$ cat config.mk
export PLATFORM = sky130hd
export DESIGN_NAME = spectrum_peak_decimator_top
export DESIGN_NICKNAME = d
export VERILOG_FILES = /design/src/design/spd_pkg.sv /design/src/design/spectrum_peak_decimator_top.sv
export VERILOG_INCLUDE_DIRS = /design/src /design/src/design
export SDC_FILE = /design/constraint.sdc
export NUM_CORES = 1
export LEC_CHECK = 0
export ABC_AREA = 1
export BUFFER_PORTS_ARGS = -buffer_cell sky130_fd_sc_hd__buf_2
export CAP_MARGIN = 20
export CORE_MARGIN = 1.5
export CORE_UTILIZATION = 35
export DETAILED_ROUTE_END_ITERATION = 10
export PLACE_DENSITY = 0.55
export REMOVE_ABC_BUFFERS = 1
export SLEW_MARGIN = 15
export SYNTH_ARGS = -nofsm -noshare
export SYNTH_HDL_FRONTEND = slang
export SYNTH_SLANG_ARGS = --single-unit
export TNS_END_PERCENT = 50
$ cat constraint.sdc
create_clock -name clk -period 6.4 [get_ports clk]
set_clock_uncertainty 0.1 [all_clocks]
set_input_delay 1.28 -clock clk [delete_from_list [all_inputs] [get_ports clk]]
set_output_delay 1.28 -clock clk [all_outputs]
set_load 0.005 [all_outputs]
$ cat src/design/spectrum_peak_decimator_top_macros.svh
// ---------------------------------------------------------------------------
// Spectrum peak decimator assertion macros
// Concurrent assertion wrappers, empty when SYNTHESIS is defined.
// ---------------------------------------------------------------------------
`ifndef SPECTRUM_PEAK_DECIMATOR_TOP_MACROS_SVH
`define SPECTRUM_PEAK_DECIMATOR_TOP_MACROS_SVH

`ifndef SYNTHESIS
`define SPD_ASSERT(label, clk, rst, cond) \
  label: assert property (@(posedge clk) disable iff (rst) (cond)) \
    else $error("spd assertion failed");
`define SPD_ASSERT_NEXT(label, clk, rst, trig, cond) \
  label: assert property (@(posedge clk) disable iff (rst) (trig) |=> (cond)) \
    else $error("spd assertion failed");
`else
`define SPD_ASSERT(label, clk, rst, cond)
`define SPD_ASSERT_NEXT(label, clk, rst, trig, cond)
`endif

`endif

$ cat src/design/spd_pkg.sv
// ---------------------------------------------------------------------------
// Spectrum peak decimator package
// Frame constants, register indexes and pixel helpers.
// ---------------------------------------------------------------------------
package spd_pkg;

  localparam int unsigned BINS        = 4096;
  localparam int unsigned MAX_COLUMNS = 4096;
  localparam int unsigned COL_LIMIT   = (BINS < MAX_COLUMNS) ? BINS : MAX_COLUMNS;

  localparam int unsigned CNT_W  = 13;
  localparam int unsigned COL_W  = 12;
  localparam int unsigned PWR_W  = 16;
  localparam int unsigned OFS_W  = 16;
  localparam int unsigned PIX_W  = 8;
  localparam int unsigned ACC_W  = 25;
  localparam int unsigned SUM_W  = 18;
  localparam int unsigned CFG_W  = 16;

  typedef logic [CNT_W-1:0]        count_t;
  typedef logic [COL_W-1:0]        column_t;
  typedef logic signed [PWR_W-1:0] power_t;
  typedef logic signed [OFS_W-1:0] offset_t;
  typedef logic [PIX_W-1:0]        pixel_t;
  typedef logic [ACC_W-1:0]        acc_t;

  typedef enum logic [0:0] {
    REG_COLUMN_COUNT   = 1'b0,
    REG_DISPLAY_OFFSET = 1'b1
  } reg_index_t;

  localparam count_t  COLUMN_COUNT_RESET   = count_t'(4096);
  localparam offset_t DISPLAY_OFFSET_RESET = offset_t'(-768);
  localparam power_t  PEAK_FLOOR           = power_t'(-32768);
  localparam acc_t    BINS_ACC             = acc_t'(BINS);
  localparam count_t  COL_LIMIT_CNT        = count_t'(COL_LIMIT);

  function automatic count_t effective_columns(input count_t cc);
    count_t c;
    c = cc;
    if (c == '0) c = count_t'(1);
    if (c > COL_LIMIT_CNT) c = COL_LIMIT_CNT;
    return c;
  endfunction

  // -(peak + offset) / 16, truncated toward zero, clamped to 0..255
  function automatic pixel_t make_pixel(input power_t peak, input offset_t ofs);
    logic signed [SUM_W-1:0] sum;
    logic signed [SUM_W-1:0] neg;
    pixel_t                  pix;
    sum = SUM_W'(peak) + SUM_W'(ofs);
    neg = -sum;
    if (neg[SUM_W-1]) pix = '0;
    else if (|neg[SUM_W-2:PIX_W+4]) pix = '1;
    else pix = neg[PIX_W+3:4];
    return pix;
  endfunction

endpackage

$ cat src/design/spectrum_peak_decimator_top.sv
// ---------------------------------------------------------------------------
// Spectrum peak decimator
// Max-pools a spectrum frame into display columns and emits one byte per
// column, negated, calibrated and saturated.
// ---------------------------------------------------------------------------
// channel  direction  handshake            payload
// in       sink       in_valid/in_ready    power_db, frame_start
// out      source     out_valid/out_ready  pixel_value, column_index, last_column
// cfg      sink       cfg_we               cfg_index, cfg_data
//
// One item per cycle while the output is not stalled: input register, then
// one stage of compare, max and boundary add feeding the result register.
// Reset sets column_count to 4096, display_offset to -48 dB and the frame
// to bin 0. A stalled result holds the result register; the input register
// keeps taking items until it too is full.
// ---------------------------------------------------------------------------
`include "spectrum_peak_decimator_top_macros.svh"

module spectrum_peak_decimator_top (
  input  logic                  clk,
  input  logic                  rst,
  input  logic                  in_valid,
  output logic                  in_ready,
  input  spd_pkg::power_t       power_db,
  input  logic                  frame_start,
  output logic                  out_valid,
  input  logic                  out_ready,
  output spd_pkg::pixel_t       pixel_value,
  output spd_pkg::column_t      column_index,
  output logic                  last_column,
  input  logic                  cfg_we,
  input  spd_pkg::reg_index_t   cfg_index,
  input  logic [spd_pkg::CFG_W-1:0] cfg_data
);
  import spd_pkg::*;

  count_t  column_count;
  offset_t display_offset;

  logic    s1_valid;
  power_t  s1_power;
  logic    s1_start;
  logic    advance;

  column_t current_column;
  power_t  running_peak;
  acc_t    bin_scaled_acc;
  acc_t    column_boundary_acc;

  column_t current_column_next;
  power_t  running_peak_next;
  acc_t    bin_scaled_acc_next;
  acc_t    column_boundary_acc_next;

  count_t  eff_cols;
  column_t col_base;
  power_t  peak_base;
  power_t  peak_upd;
  acc_t    bsa_base;
  acc_t    cba_base;
  logic    col_end;
  logic    col_last;

  assign advance  = !out_valid || out_ready;
  assign in_ready = !s1_valid || advance;
  assign eff_cols = effective_columns(column_count);

  always_ff @(posedge clk) begin
    if (rst) begin
      column_count   <= COLUMN_COUNT_RESET;
      display_offset <= DISPLAY_OFFSET_RESET;
    end else if (cfg_we) begin
      unique case (cfg_index)
        REG_COLUMN_COUNT:   column_count   <= cfg_data[CNT_W-1:0];
        REG_DISPLAY_OFFSET: display_offset <= offset_t'(cfg_data[OFS_W-1:0]);
        default: ;
      endcase
    end
  end

  always_ff @(posedge clk) begin
    if (rst) begin
      s1_valid <= 1'b0;
    end else if (in_ready) begin
      s1_valid <= in_valid;
    end
  end

  always_ff @(posedge clk) begin
    if (in_ready && in_valid) begin
      s1_power <= power_db;
      s1_start <= frame_start;
    end
  end

  always_comb begin
    col_base  = s1_start ? '0 : current_column;
    peak_base = s1_start ? PEAK_FLOOR : running_peak;
    bsa_base  = s1_start ? acc_t'({eff_cols, 1'b0}) : bin_scaled_acc;
    cba_base  = s1_start ? BINS_ACC : column_boundary_acc;
    peak_upd  = (s1_power > peak_base) ? s1_power : peak_base;
    col_end   = bsa_base > cba_base;
    col_last  = (count_t'(col_base) + count_t'(1)) >= eff_cols;

    current_column_next      = col_base;
    running_peak_next        = peak_upd;
    bin_scaled_acc_next      = bsa_base + acc_t'(eff_cols);
    column_boundary_acc_next = cba_base;
    if (col_end) begin
      if (col_last) begin
        current_column_next      = '0;
        running_peak_next        = PEAK_FLOOR;
        bin_scaled_acc_next      = acc_t'({eff_cols, 1'b0});
        column_boundary_acc_next = BINS_ACC;
      end else begin
        current_column_next      = col_base + column_t'(1);
        running_peak_next        = PEAK_FLOOR;
        column_boundary_acc_next = cba_base + BINS_ACC;
      end
    end
  end

  always_ff @(posedge clk) begin
    if (rst || (cfg_we && cfg_index == REG_COLUMN_COUNT)) begin
      current_column      <= '0;
      running_peak        <= PEAK_FLOOR;
      bin_scaled_acc      <= acc_t'({effective_columns(
                               rst ? COLUMN_COUNT_RESET : cfg_data[CNT_W-1:0]), 1'b0});
      column_boundary_acc <= BINS_ACC;
    end else if (s1_valid && advance) begin
      current_column      <= current_column_next;
      running_peak        <= running_peak_next;
      bin_scaled_acc      <= bin_scaled_acc_next;
      column_boundary_acc <= column_boundary_acc_next;
    end
  end

  always_ff @(posedge clk) begin
    if (rst) begin
      out_valid <= 1'b0;
    end else if (advance) begin
      out_valid <= s1_valid && col_end;
    end
  end

  always_ff @(posedge clk) begin
    if (advance && s1_valid && col_end) begin
      pixel_value  <= make_pixel(peak_upd, display_offset);
      column_index <= col_base;
      last_column  <= col_last;
    end
  end

  `SPD_ASSERT(a_column_in_range, clk, rst, count_t'(current_column) < eff_cols)
  `SPD_ASSERT_NEXT(a_held_item_kept, clk, rst, s1_valid && !advance, s1_valid)
  `SPD_ASSERT_NEXT(a_count_write_restarts, clk, rst,
                   cfg_we && cfg_index == REG_COLUMN_COUNT,
                   current_column == '0 && column_boundary_acc == BINS_ACC)
  `SPD_ASSERT_NEXT(a_result_needs_item, clk, rst, !s1_valid && advance, !out_valid)

endmodule

# Word-level counts from Yosys, hierarchy flattened
# Index checks and enable logic that the tools add are counted.
# totals
reg_bits	147
inputBits	39
output_inout_bits	23
wordCells	63
# op_classes
n_addsub	6
magnitude_cmp	5
mux	21
bitwise	1
n_reduce_logical	16
# ops
op	n
25-bit two-way mux	6
13-bit two-way mux	6
16-bit two-way mux	3
12-bit two-way mux	3
14-bit two-way mux	2
13-bit > comparator, second input constant	2
13-bit logical NOT	2
25-bit by 13-bit adder with 25-bit output	1
25-bit by 13-bit adder with 25-bit output, second input constant	1
25-bit > comparator	1
17-bit negator with 18-bit output	1
16-bit by 16-bit adder with 17-bit output	1
16-bit > comparator	1
12-bit by 1-bit adder with 13-bit output, second input constant	1
13-bit greater-or-equal comparator	1
12-bit by 1-bit adder with 12-bit output, second input constant	1
8-bit two-way mux	1
1-bit logical AND	5
5-bit OR reduction	1
2-bit AND reduction	2
1-bit logical OR	3
1-bit logical NOT	2
2-bit nonzero test	1
1-bit NOT	1

# Depth between registers and ports, before layout
# depth
word_depth	10
ltp_mapped	33

# Worst setup path after synthesis
# Ideal clock, no wire load.
# synth_timing
path_kind	reg-to-reg
start	reg s1_start
end	reg pixel_value[0] (data pin)
arrival_time_ps	4569
slack_ps	1482
path_stages_with_launch	28
n_path_buf	5
path_cell_list	edfxtp_1 -> buf_2 -> buf_2 -> clkbuf_1 -> buf_2 -> nor2_1 -> ha_1 -> nand4_1 -> nor2_1 -> nand4_1 -> nand3_4 -> clkbuf_1 -> nand2_1 -> o21ai_0 -> ha_1 -> ha_1 -> a21oi_1 -> inv_1 -> a31oi_1 -> nor2_1 -> a2111oi_2 -> nand2_2 -> nand2_2 -> nand2_2 -> nor2_8 -> nand3_1 -> nand2_1 -> inv_1
# synth_via
elab_chain_len	7
# synth_rtl
element	line	source
start, declared	spectrum_peak_decimator_top.sv:42	logic s1_start;
start signal, assigned	spectrum_peak_decimator_top.sv:92	s1_start <= frame_start;
16-bit two-way mux *	spectrum_peak_decimator_top.sv:98	peak_base = s1_start ? PEAK_FLOOR : running_peak;
16-bit > comparator	spectrum_peak_decimator_top.sv:101	peak_upd = (s1_power > peak_base) ? s1_power : peak_base;
16-bit two-way mux *	spectrum_peak_decimator_top.sv:101	
16-bit by 16-bit adder with 17-bit output *	spd_pkg.sv:51	sum = SUM_W'(peak) + SUM_W'(ofs);
17-bit negator with 18-bit output *	spd_pkg.sv:52	neg = -sum;
5-bit OR reduction	spd_pkg.sv:54	else if (|neg[SUM_W-2:PIX_W+4]) pix = '1;
8-bit two-way mux	spd_pkg.sv:54	
end signal, assigned	spectrum_peak_decimator_top.sv:148	pixel_value <= make_pixel(peak_upd, display_offset);
end, declared	spectrum_peak_decimator_top.sv:28	output spd_pkg::pixel_t pixel_value,
# Mark *: on every way between the ends. The rest lies on a longest branch, timed or not.
# A chain may end at the register's enable or synchronous reset.

# Final worst setup path
# layout_timing
start	reg s1_start
end	reg pixel_value[3] (data pin)
# The elaborated chain is that of the path after synthesis.

==> metrics <==
status finished, final reports clean; gpl congestion 0.878; initial core utilization 35.7%; Detail Route Antenna Nets 0; Mean Syn Cell Area 7.52 µm²; final hold viol count 0; Worst Path Max Fanout 34; Max-Cap Viols 0; Tightest Hold Check Type reg -> reg; DP Wirelength 20300 µm; drt drc 0; register area 0.00345 mm²; nets 1469; shortest period the worst path allows 5.30 ns; multi-input logic area 0.00534 mm²; GRT overflow 0; worst skew pair latency 0.43 ns; Synth cell types 54; initial antenna violation count 1; WS Path Type reg -> reg; total clock sinks 147; max-slew violations 0; sequential area share after synthesis 35.9%; PostCTS Resize Cnt 0; CTS Hold Bufs 0; share of cells above drive strength 1 11.8%; Tcrit/Tclk final 82.8%; I/O pins 62; All-Layer GR Usage 19.2%; post-CTS setup buffer count 0; fmax 189 MHz; Final Setup Violations 0; Peak VDD IR 0.162 mV; Die Wd 169 µm; synthesized instance count 1279; CTS tree yes; Yosys Warn Count 0; worst slew pin tran 0.838 ns; IO Port Bufs 61; relative slew slack 44.0%; CP Capture Type flop; Clk pin slew, worst setup/hold paths 0.06 ns; commonest non-fill, non-tap cell in the layout nand2_1; clk root buf clkbuf_16; pwr/cell area 249 mW/mm²; Total Routed Length 26300 µm; Die Ht 169 µm; filler cell count in the final layout 2781; vias in the first global route 7978; wire length of the first global-routing pass 42700 µm; post-DR wirelength/cell 15.6 µm; vias post-DR 8562; Core ar. 0.0270 mm²; Antenna diodes 0; ys flop type dfxtp_1; 1st-iter DRT viols 645; Row Count 60; Yosys reg bits 147; fin area 0.0108 mm²; Detailed Routing Iterations Pass 1 6; RSZ-0062 raised after global routing false; setup_tns 0 ns; CTS H-tree depth 4; Post-Synthesis Cell Area 0.00962 mm²; Vias/cell 5.08; Max clock buf depth 2; Die Area 0.0285 mm²; largest net degree at the start of global routing 43; commonest cells after routing, fill and taps aside nand2_1 (262), inv_1 (170), nor2_1 (119); CTS Buf Count 17; synthesis-to-layout area growth 12.7%; crit path DAT 5.39 ns; Post-DP Area 0.0103 mm²; Worst setup SP type flop; Post-synth EDFFs 51; Worst EP required 6.49 ns; Leak 0.00467 µW; asr flop ratio synth 0%
[where the power goes]
| part | switching [µW] | total (µW) | internal (µW) |
|---|---|---|---|
| logic | 453 | 689 | 236 |
| clock network | 426 | 974 | 548 |
| registers | 17.8 | 1030 | 1020 |
| total | 897 | 2700 | 1800 |
[cell type report]
cell class	count	area share [%]
multi-input combinational	913	49.2
clock inverter	11	0.981
inverter	179	6.20
sequential	147	31.8
tap	341	3.93
clock buffer	21	4.15
timing repair buffer	72	3.65
[cell families (layout without fill, tap and decap cells)]
family	Yosys count	after routing	share of synthesized area, %
xor gates and xnor gates	32	32	2.91
adders and majority gates	100	100	13.1
DFF	147	147	35.9
buffers and inverters	219	283	8.66
and+or+nand+nor	510	510	23.3
AOI/OAI and AO/OA	271	271	16.2
[cell usage after synthesis (all sizes together), types with 9 or more instances]
cell type  instances  area (µm²)
nand2            284        1130
inv              178         668
o21ai            129         649
nor2             128         529
ha                99        1240
dfxtp             96        1920
a21oi             65         333
nand3             58         348
edfxtp            51        1530
clkbuf            26        97.6
o22ai             22         138
o211ai            21         163
nor3              20         105
xnor2             16         140
xor2              16         140
buf               14        63.8
nand4              9        56.3
[flip-flops by register name (all words and copies together), names as in the netlist]
| name | cells |
|---|---|
| column_boundary_acc | 25 |
| s1_power | 16 |
| running_peak | 16 |
| s1_start | 1 |
| pixel_value | 8 |
| out_valid | 1 |
| column_count | 13 |
| bin_scaled_acc | 25 |
| display_offset | 16 |
| column_index | 12 |
| last_column | 1 |
| s1_valid | 1 |
| current_column | 12 |
[stage by stage]
| stage | cells | power (µW) | hold WS (ns) | utilization (%) | worst slack (ns) |
|---|---|---|---|---|---|
| 4_1_cts | 1683 | 2720 | 0.345 | 40.2 | 1.16 |
| 3_5_place_dp | 1651 | 1740 | 0.335 | 38.1 | 1.18 |
| 6_report | 1684 | 2700 | 0.344 | 40.2 | 1.10 |
| 2_1_floorplan | 1239 | 1540 | 0.325 | - | 1.20 |
| 3_3_place_gp | 1650 | 1740 | 0.333 | 38.1 | 1.23 |
| 5_1_grt | 1684 | 2850 | 0.357 | 40.2 | 0.622 |
[critical path, cell delays in order, from the launching register on]
cell and delay (ns):
edfxtp_1 0.54, buf_4 0.46, nor2_1 0.13, ha_1 0.32
nand4_1 0.14, a21oi_1 0.05, nor2_1 0.21, nand2_2 0.09
nand2_2 0.09, nand3_4 0.24, o21ai_0 0.34, ha_1 0.29
ha_1 0.39, a21oi_1 0.20, inv_1 0.07, a31oi_1 0.28
nor2_1 0.10, a2111oi_2 0.37, nand2_2 0.10, nand2_2 0.07
nand2_2 0.08, nor2_8 0.16, nand3_1 0.10, nand2_1 0.08
inv_1 0.04
[layer usage]
metal  global-route usage [%]  vias up  share of wire [%]
li1                         -     4375                  -
met5                        0        -                  0
met3                     3.74       21                5.5
met4                     4.89        0                1.4
met1                     27.0     3946                 49
met2                     30.2      220                 44
[path summary, 6_finish.rpt]
check | from | end | slack, ns | cells past startpoint
max | s1_start$_DFFE_PP_ | pixel_value[3]$_SDFFCE_PP0P_ | 1.10 | 24
min | column_boundary_acc[7]$_SDFFE_PN0P_ | column_boundary_acc[7]$_SDFFE_PN0P_ | 0.34 | 2
max reg2reg | s1_start$_DFFE_PP_ | pixel_value[3]$_SDFFCE_PP0P_ | 1.10 | 24
min reg2reg | column_boundary_acc[7]$_SDFFE_PN0P_ | column_boundary_acc[7]$_SDFFE_PN0P_ | 0.34 | 2
Power figures use the tool's default switching activity.
